### src/hw/rtl/dcifq_pkg.sv
`timescale 1ns / 1ps
// Package for the DC-injection fault qualifier: field widths, register map
// and shared defaults. No dependencies; dcifq_in_if and all modules import it.

package dcifq_pkg;

	// Number of phase current samples carried in one input transaction.
	localparam int NUM_CURRENT_INPUTS = 3;

	// Default number of phases with counter storage.
	localparam int PHASES_DEFAULT = 3;

	localparam int SAMPLE_W    = 16;
	localparam int THRESH_W    = 15;
	localparam int COUNT_W     = 16;
	localparam int CFG_PHASE_W = 2;

	// APB register file: seven 32-bit registers at 4-byte spacing.
	localparam int APB_ADDR_W = 5;
	localparam int APB_DATA_W = 32;
	localparam int REG_IDX_W  = 3;

	localparam logic [CFG_PHASE_W-1:0] PHASES_IN_USE_RESET = 2'd3;

	typedef enum logic [REG_IDX_W-1:0] {
		REG_LEVEL1_THRESHOLD     = 3'd0,
		REG_LEVEL2_THRESHOLD     = 3'd1,
		REG_RECOVERY_THRESHOLD   = 3'd2,
		REG_LEVEL1_COUNT_LIMIT   = 3'd3,
		REG_LEVEL2_COUNT_LIMIT   = 3'd4,
		REG_RECOVERY_COUNT_LIMIT = 3'd5,
		REG_PHASES_IN_USE        = 3'd6
	} cfg_reg_t;

	typedef logic signed [SAMPLE_W-1:0] sample_t;
	typedef logic [COUNT_W-1:0] count_t;

endpackage

### src/hw/rtl/dcifq_if.sv
`timescale 1ns / 1ps
// Valid/ready channel interfaces for the DC-injection fault qualifier:
// the per-item sample channel and the fault result channel. Uses dcifq_pkg.

interface dcifq_in_if
	import dcifq_pkg::*;
	();
	logic    valid;
	logic    ready;
	sample_t current_phase_a;
	sample_t current_phase_b;
	sample_t current_phase_c;
	logic    mode;

	modport source (output valid, output current_phase_a, output current_phase_b,
		output current_phase_c, output mode, input ready);
	modport sink (input valid, input current_phase_a, input current_phase_b,
		input current_phase_c, input mode, output ready);
endinterface

interface dcifq_out_if;
	logic valid;
	logic ready;
	logic fault;

	modport source (output valid, output fault, input ready);
	modport sink (input valid, input fault, output ready);
endinterface

### src/hw/rtl/dc_injection_fault_qualifier.sv
`timescale 1ns / 1ps
// An accepted sample transaction passes the input stage and result registers.
// Throughput: one transaction per cycle unless the result is stalled; each
// per-phase counter update is combinational, so items never wait on each other.
// Reset (arst_n low, asynchronous): all counters cleared, registers to defaults
// (phases_in_use = 3, all others 0), both pipeline stages empty.

module dc_injection_fault_qualifier
	import dcifq_pkg::*;
	#(
	parameter int PHASES = PHASES_DEFAULT
	) (
	input  logic                  clk,
	input  logic                  arst_n,
	dcifq_in_if.sink              samples,
	dcifq_out_if.source           result,
	input  logic                  psel,
	input  logic                  penable,
	input  logic                  pwrite,
	input  logic [APB_ADDR_W-1:0] paddr,
	input  logic [APB_DATA_W-1:0] pwdata,
	output logic [APB_DATA_W-1:0] prdata,
	output logic                  pready
);

	// Configuration registers
	logic [THRESH_W-1:0]    level1_threshold_q;
	logic [THRESH_W-1:0]    level2_threshold_q;
	logic [THRESH_W-1:0]    recovery_threshold_q;
	count_t                 level1_count_limit_q;
	count_t                 level2_count_limit_q;
	count_t                 recovery_count_limit_q;
	logic [CFG_PHASE_W-1:0] phases_in_use_q;

	cfg_reg_t reg_idx;
	logic     cfg_write;

	assign pready    = 1'b1;
	assign reg_idx   = cfg_reg_t'(paddr[APB_ADDR_W-1:2]);
	assign cfg_write = psel && penable && pwrite;

	always_ff @(posedge clk or negedge arst_n) begin
		if (!arst_n) begin
			level1_threshold_q     <= '0;
			level2_threshold_q     <= '0;
			recovery_threshold_q   <= '0;
			level1_count_limit_q   <= '0;
			level2_count_limit_q   <= '0;
			recovery_count_limit_q <= '0;
			phases_in_use_q        <= PHASES_IN_USE_RESET;
		end else if (cfg_write) begin
			case (reg_idx)
				REG_LEVEL1_THRESHOLD:     level1_threshold_q     <= pwdata[THRESH_W-1:0];
				REG_LEVEL2_THRESHOLD:     level2_threshold_q     <= pwdata[THRESH_W-1:0];
				REG_RECOVERY_THRESHOLD:   recovery_threshold_q   <= pwdata[THRESH_W-1:0];
				REG_LEVEL1_COUNT_LIMIT:   level1_count_limit_q   <= pwdata[COUNT_W-1:0];
				REG_LEVEL2_COUNT_LIMIT:   level2_count_limit_q   <= pwdata[COUNT_W-1:0];
				REG_RECOVERY_COUNT_LIMIT: recovery_count_limit_q <= pwdata[COUNT_W-1:0];
				REG_PHASES_IN_USE:        phases_in_use_q        <= pwdata[CFG_PHASE_W-1:0];
				default: ;
			endcase
		end
	end

	always_comb begin
		case (reg_idx)
			REG_LEVEL1_THRESHOLD:     prdata = APB_DATA_W'(level1_threshold_q);
			REG_LEVEL2_THRESHOLD:     prdata = APB_DATA_W'(level2_threshold_q);
			REG_RECOVERY_THRESHOLD:   prdata = APB_DATA_W'(recovery_threshold_q);
			REG_LEVEL1_COUNT_LIMIT:   prdata = APB_DATA_W'(level1_count_limit_q);
			REG_LEVEL2_COUNT_LIMIT:   prdata = APB_DATA_W'(level2_count_limit_q);
			REG_RECOVERY_COUNT_LIMIT: prdata = APB_DATA_W'(recovery_count_limit_q);
			REG_PHASES_IN_USE:        prdata = APB_DATA_W'(phases_in_use_q);
			default:                  prdata = '0;
		endcase
	end

	// Input stage
	logic    valid_s1;
	sample_t cur_s1 [NUM_CURRENT_INPUTS];
	logic    mode_s1;
	logic    advance;
	logic    out_valid_q;
	logic    fault_q;

	// The result register frees up when empty or being taken this cycle.
	assign advance       = valid_s1 && (!out_valid_q || result.ready);
	assign samples.ready = !valid_s1 || advance;

	always_ff @(posedge clk or negedge arst_n) begin
		if (!arst_n) begin
			valid_s1 <= 1'b0;
		end else if (samples.ready) begin
			valid_s1 <= samples.valid;
		end
	end

	always_ff @(posedge clk) begin
		if (samples.valid && samples.ready) begin
			cur_s1[0] <= samples.current_phase_a;
			cur_s1[1] <= samples.current_phase_b;
			cur_s1[2] <= samples.current_phase_c;
			mode_s1   <= samples.mode;
		end
	end

	// Per-phase magnitude tests. Magnitude is kept 16 bits unsigned, so the
	// most negative sample gives 32768 and exceeds every threshold.
	count_t level1_cnt_q [PHASES];
	count_t level2_cnt_q [PHASES];
	count_t level1_cnt_n [PHASES];
	count_t level2_cnt_n [PHASES];
	count_t level1_inc   [PHASES];
	count_t level2_inc   [PHASES];
	logic [PHASES-1:0] active;
	logic [PHASES-1:0] over1;
	logic [PHASES-1:0] over2;
	logic [PHASES-1:0] over_rec;

	for (genvar P = 0; P < PHASES; P++) begin : g_phase
		assign level1_inc[P] = level1_cnt_q[P] + 1'b1;
		assign level2_inc[P] = level2_cnt_q[P] + 1'b1;
		if (P < NUM_CURRENT_INPUTS) begin : g_used
			logic [SAMPLE_W-1:0] mag;
			assign mag         = cur_s1[P][SAMPLE_W-1] ? SAMPLE_W'(-cur_s1[P])
				: SAMPLE_W'(cur_s1[P]);
			assign active[P]   = phases_in_use_q > CFG_PHASE_W'(P);
			assign over1[P]    = mag > {1'b0, level1_threshold_q};
			assign over2[P]    = mag > {1'b0, level2_threshold_q};
			assign over_rec[P] = mag > {1'b0, recovery_threshold_q};
		end else begin : g_unused
			assign active[P]   = 1'b0;
			assign over1[P]    = 1'b0;
			assign over2[P]    = 1'b0;
			assign over_rec[P] = 1'b0;
		end
	end

	// Normal mode: phases in order; the first one to reach its limit stops
	// the chain and the phases after it keep their counts.
	logic normal_fault;

	always_comb begin
		logic done;
		done         = 1'b0;
		normal_fault = 1'b0;
		for (int p = 0; p < PHASES; p++) begin
			level1_cnt_n[p] = level1_cnt_q[p];
			level2_cnt_n[p] = level2_cnt_q[p];
			if (!done && active[p]) begin
				if (over2[p]) begin
					level1_cnt_n[p] = level1_inc[p];
					level2_cnt_n[p] = level2_inc[p];
					if (level2_inc[p] >= level2_count_limit_q) begin
						level1_cnt_n[p] = '0;
						level2_cnt_n[p] = '0;
						done            = 1'b1;
					end
				end else if (over1[p]) begin
					level1_cnt_n[p] = level1_inc[p];
					level2_cnt_n[p] = '0;
					if (level1_inc[p] >= level1_count_limit_q) begin
						level1_cnt_n[p] = '0;
						done            = 1'b1;
					end
				end else begin
					level1_cnt_n[p] = '0;
					level2_cnt_n[p] = '0;
				end
			end
		end
		normal_fault = done;
	end

	// Recovery mode: any loud active phase restarts the quiet count.
	count_t recovery_cnt_q;
	count_t recovery_next;
	logic   recovery_done;

	assign recovery_next = (|(over_rec & active) ? count_t'(0) : recovery_cnt_q) + 1'b1;
	assign recovery_done = recovery_next >= recovery_count_limit_q;

	always_ff @(posedge clk or negedge arst_n) begin
		if (!arst_n) begin
			for (int p = 0; p < PHASES; p++) begin
				level1_cnt_q[p] <= '0;
				level2_cnt_q[p] <= '0;
			end
			recovery_cnt_q <= '0;
		end else if (advance) begin
			if (mode_s1) begin
				recovery_cnt_q <= recovery_done ? count_t'(0) : recovery_next;
			end else begin
				level1_cnt_q <= level1_cnt_n;
				level2_cnt_q <= level2_cnt_n;
			end
		end
	end

	// Result register
	always_ff @(posedge clk or negedge arst_n) begin
		if (!arst_n) begin
			out_valid_q <= 1'b0;
		end else if (advance) begin
			out_valid_q <= 1'b1;
		end else if (result.ready) begin
			out_valid_q <= 1'b0;
		end
	end

	always_ff @(posedge clk) begin
		if (advance) begin
			fault_q <= mode_s1 ? !recovery_done : normal_fault;
		end
	end

	assign result.valid = out_valid_q;
	assign result.fault = fault_q;

endmodule

### src/flat_wrapper.sv
// flat-port wrapper written by rule: the top's interface ports become plain ports
module dc_injection_fault_qualifier_flat import dcifq_pkg::*;
#(
	parameter int PHASES = PHASES_DEFAULT
	)
  (clk, arst_n, psel, penable, pwrite, paddr, pwdata, prdata, pready, samples_valid, samples_current_phase_a, samples_current_phase_b, samples_current_phase_c, samples_mode, samples_ready, result_valid, result_fault, result_ready);
  dcifq_in_if samples_i ();
  dcifq_out_if result_i ();
  input  logic clk;
  input  logic arst_n;
  input  logic psel;
  input  logic penable;
  input  logic pwrite;
  input  logic [APB_ADDR_W-1:0] paddr;
  input  logic [APB_DATA_W-1:0] pwdata;
  output logic [APB_DATA_W-1:0] prdata;
  output logic pready;
  input wire logic [$bits(samples_i.valid)-1:0] samples_valid;
  input wire logic [$bits(samples_i.current_phase_a)-1:0] samples_current_phase_a;
  input wire logic [$bits(samples_i.current_phase_b)-1:0] samples_current_phase_b;
  input wire logic [$bits(samples_i.current_phase_c)-1:0] samples_current_phase_c;
  input wire logic [$bits(samples_i.mode)-1:0] samples_mode;
  output wire logic [$bits(samples_i.ready)-1:0] samples_ready;
  output wire logic [$bits(result_i.valid)-1:0] result_valid;
  output wire logic [$bits(result_i.fault)-1:0] result_fault;
  input wire logic [$bits(result_i.ready)-1:0] result_ready;
  assign samples_i.valid = samples_valid;
  assign samples_i.current_phase_a = samples_current_phase_a;
  assign samples_i.current_phase_b = samples_current_phase_b;
  assign samples_i.current_phase_c = samples_current_phase_c;
  assign samples_i.mode = samples_mode;
  assign samples_ready = samples_i.ready;
  assign result_valid = result_i.valid;
  assign result_fault = result_i.fault;
  assign result_i.ready = result_ready;
  dc_injection_fault_qualifier #(.PHASES(PHASES)) u_core (.clk(clk), .arst_n(arst_n), .samples(samples_i), .result(result_i), .psel(psel), .penable(penable), .pwrite(pwrite), .paddr(paddr), .pwdata(pwdata), .prdata(prdata), .pready(pready));
endmodule
### config.mk
export PLATFORM = sky130hd
export DESIGN_NAME = dc_injection_fault_qualifier_flat
export DESIGN_NICKNAME = d
export VERILOG_FILES = /design/src/hw/rtl/dcifq_pkg.sv /design/src/hw/rtl/dcifq_if.sv /design/src/hw/rtl/dc_injection_fault_qualifier.sv /design/src/flat_wrapper.sv
export SDC_FILE = /design/constraint.sdc
export NUM_CORES = 1
export LEC_CHECK = 0
export BUFFER_PORTS_ARGS = -buffer_cell sky130_fd_sc_hd__buf_2
export CORE_ASPECT_RATIO = 0.8
export CORE_MARGIN = 2
export CORE_UTILIZATION = 45
export CTS_CLUSTER_SIZE = 28
export DETAILED_ROUTE_END_ITERATION = 6
export GPL_ROUTABILITY_DRIVEN = 1
export PLACE_DENSITY_LB_ADDON = 0.1
export RECOVER_POWER = 25
export SLEW_MARGIN = 20
export SYNTH_ARGS = -nofsm -noshare
export SYNTH_HDL_FRONTEND = slang
export SYNTH_SLANG_ARGS = --single-unit
### constraint.sdc
create_clock -name clk -period 16.39 [get_ports clk]
set_input_delay 0.8195 -clock clk [delete_from_list [all_inputs] [get_ports clk]]
set_output_delay 0.8195 -clock clk [all_outputs]
set_load 0.005 [all_outputs]
# ---- After elaboration in Yosys (flattened, before gate mapping)
# Memories as Yosys holds them, arrays and structs flattened.
# Index checks and enable logic that the tools add are counted.
dict set report word_totals {
  regBits 211
  latch_bits 0
  ramBits 48
  mem_bits_ro 0
  inputBits 93
  out_inout_bits 36
  wordCells 127
  mem_count 1
}
dict set report op_classes {
  add_sub_neg 10
  multipliers 0
  n_div 0
  magnitude_cmp 19
  n_eq_ne 6
  shift 0
  mux 44
  n_bitwise 2
  n_reduce_logical 27
}
# name words width rd rd_ports_with_merged_regs wr line
set memory_table {}
lappend memory_table {u_core.cur_s1 3 16 3 0 3 dc_injection_fault_qualifier.sv:80} ;# sample_t cur_s1 [NUM_CURRENT_INPUTS];
# cell n
set ops {}
lappend ops {{two-way mux 16 bit} 23}
lappend ops {{greater-than comparator 16 x 15 -> 1 bit} 9}
lappend ops {{adder 16 x 1 -> 16 bit, second input constant} 7}
lappend ops {{>= comparator 16 bit} 7}
lappend ops {{one-hot mux 16 bit (7 select lines)} 1}
lappend ops {{negation 16 bit} 3}
lappend ops {{two-way mux 1 bit} 20}
lappend ops {{AND reduction 2 bit} 8}
lappend ops {{== test 3 bit, second input constant} 3}
lappend ops {{AND reduction 3 bit} 3}
lappend ops {{== test 3 x 2 -> 1 bit, second input constant} 2}
lappend ops {{logical AND 1 bit} 6}
lappend ops {{zero test 1 bit} 5}
lappend ops {{greater-than comparator 2 x 1 -> 1 bit, second input constant} 2}
lappend ops {{bitwise AND 3 bit} 1}
lappend ops {{== test 3 x 1 -> 1 bit, second input constant} 1}
lappend ops {{zero test 3 bit} 1}
lappend ops {{OR reduction 3 bit} 1}
lappend ops {{greater-than comparator 2 bit, second input constant} 1}
lappend ops {{logical OR 1 bit} 2}
lappend ops {{nonzero test 2 bit} 1}
lappend ops {{inverter 1 bit} 1}

# ---- Depth between registers and ports, before layout
# Gate-level depths: netlist (run 1).
# An unclocked memory read counts as a cell.
dict set report logic_depth {
  depth_word 16
  depth_mapped 33
  depth_no_buf 32
}

# ---- Worst setup path after synthesis (run 1)
# OpenSTA, ideal clock, no wires.
dict set report synth_timing {
  path_type {input to output}
  from {input paddr[2]}
  to {output prdata[2]}
  t_arrival_ps 2327
  required_ps 15571
  slack_ps 13244
  stages 7
  path_buffers 3
  cell_sequence {clkbuf_1 > buf_1 > clkbuf_1 > nand2_1 > o21ai_0 > a22oi_1 > o22ai_1}
}
dict set report synth_via {
  elab_chain_len 2
  elab_cells_between_ends 8
  cone_classes {eq/ne: 6; mux: 1; reduce/logical: 1}
}
# item line
set synth_lines {}
lappend synth_lines {{start, declared} flat_wrapper.sv:14} ;# input logic [APB_ADDR_W-1:0] paddr;
lappend synth_lines {{== test 3 bit (tied with other cells)} dc_injection_fault_qualifier.sv:66} ;# case (reg_idx)
lappend synth_lines {{one-hot mux 16 bit (7 select lines) *} dc_injection_fault_qualifier.sv:66}
lappend synth_lines {{end, declared} flat_wrapper.sv:16} ;# output logic [APB_DATA_W-1:0] prdata;
# Every way passes the cells marked *; elsewhere a longest branch is shown, timed or not.

==> flow_summary_export.csv, run 1 <==
group,metric,value,unit
outcome,status,"finished, violations left",
outcome,violations,"max-capacitance violations, max-slew violations",
final_layout,regArea,6734,um2
timing,slew_violations,107,
timing,fmax,118.8,MHz
placement,gp_congestion,0.9149,
floorplan,ioPinCount,129,
clock_network,clk_pin_slew,60,ps
final_layout,mostFrequentLayoutCell,"ha_1",
detailed_routing,postRouteWirelength,57720,um
clock_network,h-tree-depth,1,
global_routing,antenna_found_initial,1,
global_routing,track_usage,25.72,%
clock_network,cts-root-buf,"clkbuf_16",
timing,period_share,51.36,%
yosys,synth_edf_count,50,
global_routing,grt_pass1_wl,88630,um
timing,worst_slew_pin_slew,5972,ps
critical_path,cp_max_fo,18,
yosys,syn_inst,2065,
floorplan,die_w,235.0,um
detailed_routing,vias_per_cell,5.842,
detailed_routing,wl_per_cell,21.29,um
placement,port_buffers,93,
timing,setup_viol,0,
detailed_routing,drc,0,
critical_path,max_stage_delay,580,ps
yosys,synth_seq_cells,259,
placement,dp.cells,2656,
final_layout,fin_cells,2711,
timing,timing.hold.ws,379.1,ps
critical_path,critPathLaunchType,"flop",
final_layout,final_cell_mix,"ha_1 (257), dfrtp_1 (207), o21ai_0 (193)",
clock_network,post_cts_resized,0,
timing,fin_crit,8418,ps
floorplan,die_h,188.8,um
pwr,ir_worst_vdd,0.09213,mV
job,max-cap-violations,1,
clock_network,post_cts_buffers,0,
yosys,ys.flop_type,"dfrtp_1",
timing,slew_headroom,-298.1,%
timing,setup_tns,0,ps
floorplan,core,42000,um2
floorplan,row_count,67,
clock_network,cts_tree,"yes",
yosys,ys_seq_area_share,35.07,%
clock_network,cts-buffers-inserted,30,
detailed_routing,drt_iter0_markers,1463,
final_layout,layout.nets,2486,
floorplan,start_util,45.72,%
timing,hold_viol,0,
detailed_routing,vias,15840,
clock_network,cts_hold_buf,0,
yosys,synth.avg_cell_area,9.299,um2
final_layout,drive_above_1_share,10.56,%
floorplan,die_area,44350,um2
pwr,fin_total_pwr,2.335,mW
clock_network,clkLatencyLatePin,610,ps
global_routing,grt_max_degree,107,
yosys,synth_cell_types,78,
critical_path,path_class,"reg -> reg",
critical_path,worst-path-buf-inv,1,
global_routing,grt_pass1_vias,14910,
pwr,power.leakage,10.23,nW
yosys,yosys_warnings,0,
clock_network,cts.path.max_buffers,3,
placement,dp.final_hpwl,42520,um
detailed_routing,drt_first_pass_iters,5,
pwr,powerDensity,110.4,nW/um2
clock_network,clock-sinks,259,
timing,fin_skew,28.21,ps
critical_path,worstSetupEndpointType,"flop",
critical_path,slowest_stage,"o211a_1",
placement,dp_slack,8104,ps
critical_path,required,16930,ps
final_layout,multi_input_area,11660,um2
min_path,hold_class,"in -> reg",
critical_path,cp.arrival,8960,ps
final_layout,diodes,0,
yosys,syn_area,19200,um2
timing,worst_slack,7972,ps
timing,grt_setup_unrepaired,"false",
yosys,async_flop_share,80.69,%
global_routing,overflow,0,
detailed_routing,ant_nets,0,
final_layout,syn2layout_area_growth,10.20,%
critical_path,cp_top_family,"simple AND/OR/NAND/NOR gates",
final_layout,fillers,3905,
## cells by family (layout without fill, tap and decap cells)
| group | after synthesis | after routing | synth area share [%] |
|---|---|---|---|
| adder cells (fa/ha/maj) | 257 | 257 | 16.75 |
| AND/OR/NAND/NOR | 611 | 611 | 16.11 |
| AO/OA/AOI/OAI | 534 | 534 | 17.76 |
| multiplexers | 53 | 53 | 3.323 |
| other | 2 | 17 | 0.03911 |
| buffers and inverters | 211 | 290 | 4.659 |
| flip-flops | 259 | 259 | 35.07 |
| XOR/XNOR | 138 | 138 | 6.294 |
## metal layers
layer	vias up	routed length [um]	part of all wire, %	GRT usage, %
li1	7613	-	-	-
met1	7653	27640	48	39.02
met2	489	24190	42	37.40
met3	84	4377	7.6	4.717
met4	0	1513	2.6	6.500
met5	-	0	0	0
## metrics by stage
| stage | util (%) | cell area [um2] |
|---|---|---|
| 6_report | 50.39 | 21160 |
| 5_1_grt | 50.39 | 21160 |
| 4_1_cts | 50.40 | 21170 |
| 3_5_place_dp | 47.95 | 20140 |
| 3_3_place_gp | 47.95 | 20140 |
| 2_1_floorplan | - | 19260 |
## state kept, by name (all words and copies together), names as in the netlist, 2 cells and up
name and cells:
u_core.phases_in_use_q 2, u_core.level2_cnt_q 48, u_core.recovery_count_limit_q 16, u_core.level1_count_limit_q 16, u_core.level2_threshold_q 15, u_core.recovery_cnt_q 16, u_core.cur_s1 48, u_core.level1_cnt_q 48
u_core.level2_count_limit_q 16, u_core.level1_threshold_q 15, u_core.recovery_threshold_q 15
## synth_stat cells, drive strengths merged (6+ instances only)
cell | n | area, um2
ha | 257 | 3216
dfrtp | 207 | 5180
o21ai | 199 | 996.0
nand2 | 188 | 705.7
inv | 127 | 476.7
nor2 | 95 | 359.1
a21oi | 85 | 429.2
xnor2 | 77 | 674.4
nand3 | 72 | 360.4
xor2 | 61 | 534.3
clkbuf | 52 | 195.2
edfxtp | 50 | 1501
nand2b | 49 | 306.5
nor2b | 49 | 306.5
and3 | 48 | 300.3
a21o | 40 | 301.5
a22o | 39 | 341.6
nand4 | 34 | 212.7
buf | 31 | 219.0
mux2 | 26 | 292.8
a31oi | 21 | 131.4
mux2i | 21 | 210.2
a31o | 18 | 157.7
o31ai | 18 | 135.1
a211oi | 16 | 120.1
nor3 | 16 | 80.08
o211ai | 15 | 117.6
o21a | 14 | 105.1
nor4 | 11 | 68.82
or4 | 11 | 86.33
o22ai | 10 | 62.56
and2 | 8 | 52.56
o21bai | 8 | 60.06
o41ai | 8 | 70.07
or2 | 7 | 43.79
and4 | 6 | 52.55
mux4 | 6 | 135.1
## path summary, 6_finish.rpt
check | from | end | slack [ps] | cells after the start
min | samples_current_phase_c[2] | u_core.cur_s1[0][34] | 380 | 1
max in group asynchronous | arst_n | u_core.recovery_cnt_q[2] | 10360 | 3
max reg2reg | u_core.cur_s1[0][17] | u_core.recovery_cnt_q[5] | 7970 | 29
min reg2reg | u_core.level1_cnt_q[31] | u_core.level1_cnt_q[31] | 500 | 2
min in group asynchronous | arst_n | u_core.level2_cnt_q[23] | 2400 | 1
max | u_core.cur_s1[0][17] | u_core.recovery_cnt_q[5] | 7970 | 29
## worst reg2reg max path: cells and delay by family (launching register included)
kind	cells	cell delay, ps
DFF	1	370
AOI/OAI and AO/OA	10	2790
and+or+nand+nor	13	3570
buffers and inverters	1	270
xor gates and xnor gates	2	420
adders and majority gates	3	970
## layout make-up
type,instances,share of cell area (%)
Tap cell,552,3.264
Multi-Input combinational cell,1610,55.11
Timing Repair Buffer,107,2.678
Clock buffer,42,4.044
Clock inverter,13,0.8159
Sequential cell,259,31.82
Inverter,128,2.270
## report_power, final
part	internal, mW	switching (mW)
combinational	0.296	0.508
clock	0.412	0.297
sequential	0.743	0.0788
No activity file was read; power rests on OpenSTA's default activity.
==> run 2, diff against run 1 <==
Clock period 16.39 ns to 8.1 ns, I/O delays scaled along.
==> run 2 against run 1 <==
Effect of this change:
- the flow still finishes with violations (max-capacitance violations, max-slew violations)
- design area up 2.4%
- critical endpoint unchanged
- combinational power rose by 110%
- global-route usage rose by 0.51 points
- non-clock buffer count grew 50
- die area unchanged
- via count grew 1.8%
- critical path type unchanged
==> flow_summary_export.csv, run 2 (synthesis gave the netlist of run 1 again) <==
group,metric,value,unit
timing,period_share,92.68,%
outcome,status,"finished, violations left",
critical_path,cp_max_fo,7,
timing,fin_skew,24.46,ps
global_routing,grt_max_degree,91,
placement,port_buffers,93,
critical_path,max_stage_delay,450,ps
final_layout,drive_above_1_share,10.19,%
timing,timing.hold.ws,81.91,ps
detailed_routing,vias_per_cell,5.841,
final_layout,post-route-util,51.59,%
final_layout,syn2layout_area_growth,12.84,%
critical_path,worstSetupEndpointType,"flop",
job,max-cap-violations,1,
final_layout,final_cell_mix,"ha_1 (257), dfrtp_1 (207), o21ai_0 (193)",
pwr,power.leakage,10.43,nW
critical_path,cp_common_cell,"ha_1",
final_layout,fillers,3863,
global_routing,grt_pass1_vias,15390,
timing,hold_viol,0,
critical_path,required,8650,ps
placement,placed_area,20130,um2
final_layout,mostFrequentLayoutCell,"ha_1",
min_path,hold_class,"in -> reg",
clock_network,clock-sinks,259,
floorplan,start_util,45.72,%
global_routing,grt_pass1_wl,90600,um
detailed_routing,drt_iter0_markers,1515,
timing,slew_violations,91,
critical_path,slowest_stage,"or4_4",
clock_network,cts.path.max_buffers,3,
final_layout,fin_cells,2761,
critical_path,critPathLaunchType,"flop",
pwr,ir_worst_vdd,0.1973,mV
pwr,powerDensity,219.5,nW/um2
outcome,violations,"max-capacitance violations, max-slew violations",
detailed_routing,vias,16130,
timing,fmax,133.2,MHz
final_layout,design_area,21670,um2
clock_network,cts-root-buf,"clkbuf_16",
clock_network,clk_pin_slew,60,ps
floorplan,die_area,44350,um2
clock_network,post_cts_buffers,0,
placement,gp_congestion,0.9022,
global_routing,antenna_found_initial,3,
clock_network,cts_tree,"yes",
floorplan,core,42000,um2
floorplan,ioPinCount,129,
timing,worst_slew_pin_slew,5404,ps
placement,dp.cells,2655,
floorplan,die_w,235.0,um
placement,dp_slack,520.7,ps
detailed_routing,postRouteWirelength,58710,um
detailed_routing,drc,0,
timing,fin_crit,7507,ps
timing,setup_viol,0,
clock_network,cts-buffers-inserted,31,
pwr,fin_total_pwr,4.757,mW
critical_path,cp.arrival,8060,ps
timing,grt_setup_unrepaired,"false",
clock_network,h-tree-depth,1,
detailed_routing,drt_first_pass_iters,6,
global_routing,overflow,0,
detailed_routing,ant_nets,0,
timing,setup_tns,0,ps
timing,worst_slack,592.5,ps
final_layout,diodes,0,
critical_path,path_class,"reg -> reg",
global_routing,track_usage,26.23,%
detailed_routing,wl_per_cell,21.26,um
final_layout,reg.largest.list,"u_core.cur_s1 (48), u_core.level1_cnt_q (48), u_core.level2_cnt_q (48)",
final_layout,layout.nets,2537,
placement,dp.final_hpwl,42900,um
clock_network,clkLatencyLatePin,610,ps
floorplan,die_h,188.8,um
floorplan,row_count,67,
timing,slew_headroom,-260.3,%
-- run 2: cell count changes in the layout (fill, tap and decap cells not counted), moves of 2 or more --
cell           previous run  this run
clkbuf_1                  9        12
nor2_2                    1         3
dlygate4sd3_1             0        51
clkinv_2                  7         5
clkbuf_16                30        32
-- run 2: final timing paths --
kind,start,to,slack [ps],depth (start not counted)
setup / recovery,u_core.cur_s1[0][17],u_core.recovery_cnt_q[5],590,29
hold / removal,result_ready,u_core.result.valid,80,3
setup reg to reg,u_core.cur_s1[0][17],u_core.recovery_cnt_q[5],590,29
hold reg to reg,u_core.valid_s1,u_core.result.valid,490,1
max in group asynchronous,arst_n,u_core.level1_count_limit_q[9],2710,2
min in group asynchronous,arst_n,u_core.level2_cnt_q[22],2310,2
-- run 2: timing repair --
action,4_1_cts,5_1_grt
endpoints found under the hold margin,138,0
hold buffers,51,0
endpoints found under the setup margin,0,7
gates resized for setup,0,1
-- run 2: final cells by class --
type / count / area, um2 / share of cell area [%]
Inverter: 128 / 480.5 / 2.217
Multi-Input combinational cell: 1610 / 11670 / 53.84
Timing Repair Buffer: 157 / 1069 / 4.932
Sequential cell: 259 / 6734 / 31.08
Tap cell: 552 / 690.7 / 3.188
Clock inverter: 9 / 113.9 / 0.5255
Clock buffer: 46 / 913.4 / 4.216
-- run 2: layer usage --
metal | global-route usage [%] | vias up | routed length, um | share of wire (%)
met1 | 39.60 | 7859 | 27980 | 48
li1 | - | 7706 | - | -
met4 | 5.915 | 2 | 1332 | 2.3
met2 | 39.74 | 482 | 25310 | 43
met5 | 0 | - | 7 | 0.012
met3 | 3.487 | 77 | 4080 | 7.0
-- run 2: power breakdown --
part	total (mW)	internal, mW	switching, mW
Combinational	1.66	0.615	1.05
Clock	1.43	0.840	0.592
Sequential	1.66	1.50	0.161
-- run 2: worst max-delay path, delay by kind of cell (launching register included) --
family | cells | cell delay (ps)
AO/OA/AOI/OAI | 14 | 3080
XOR/XNOR | 2 | 410
flip-flops | 1 | 380
adder cells (fa/ha/maj) | 3 | 920
AND/OR/NAND/NOR | 10 | 2680
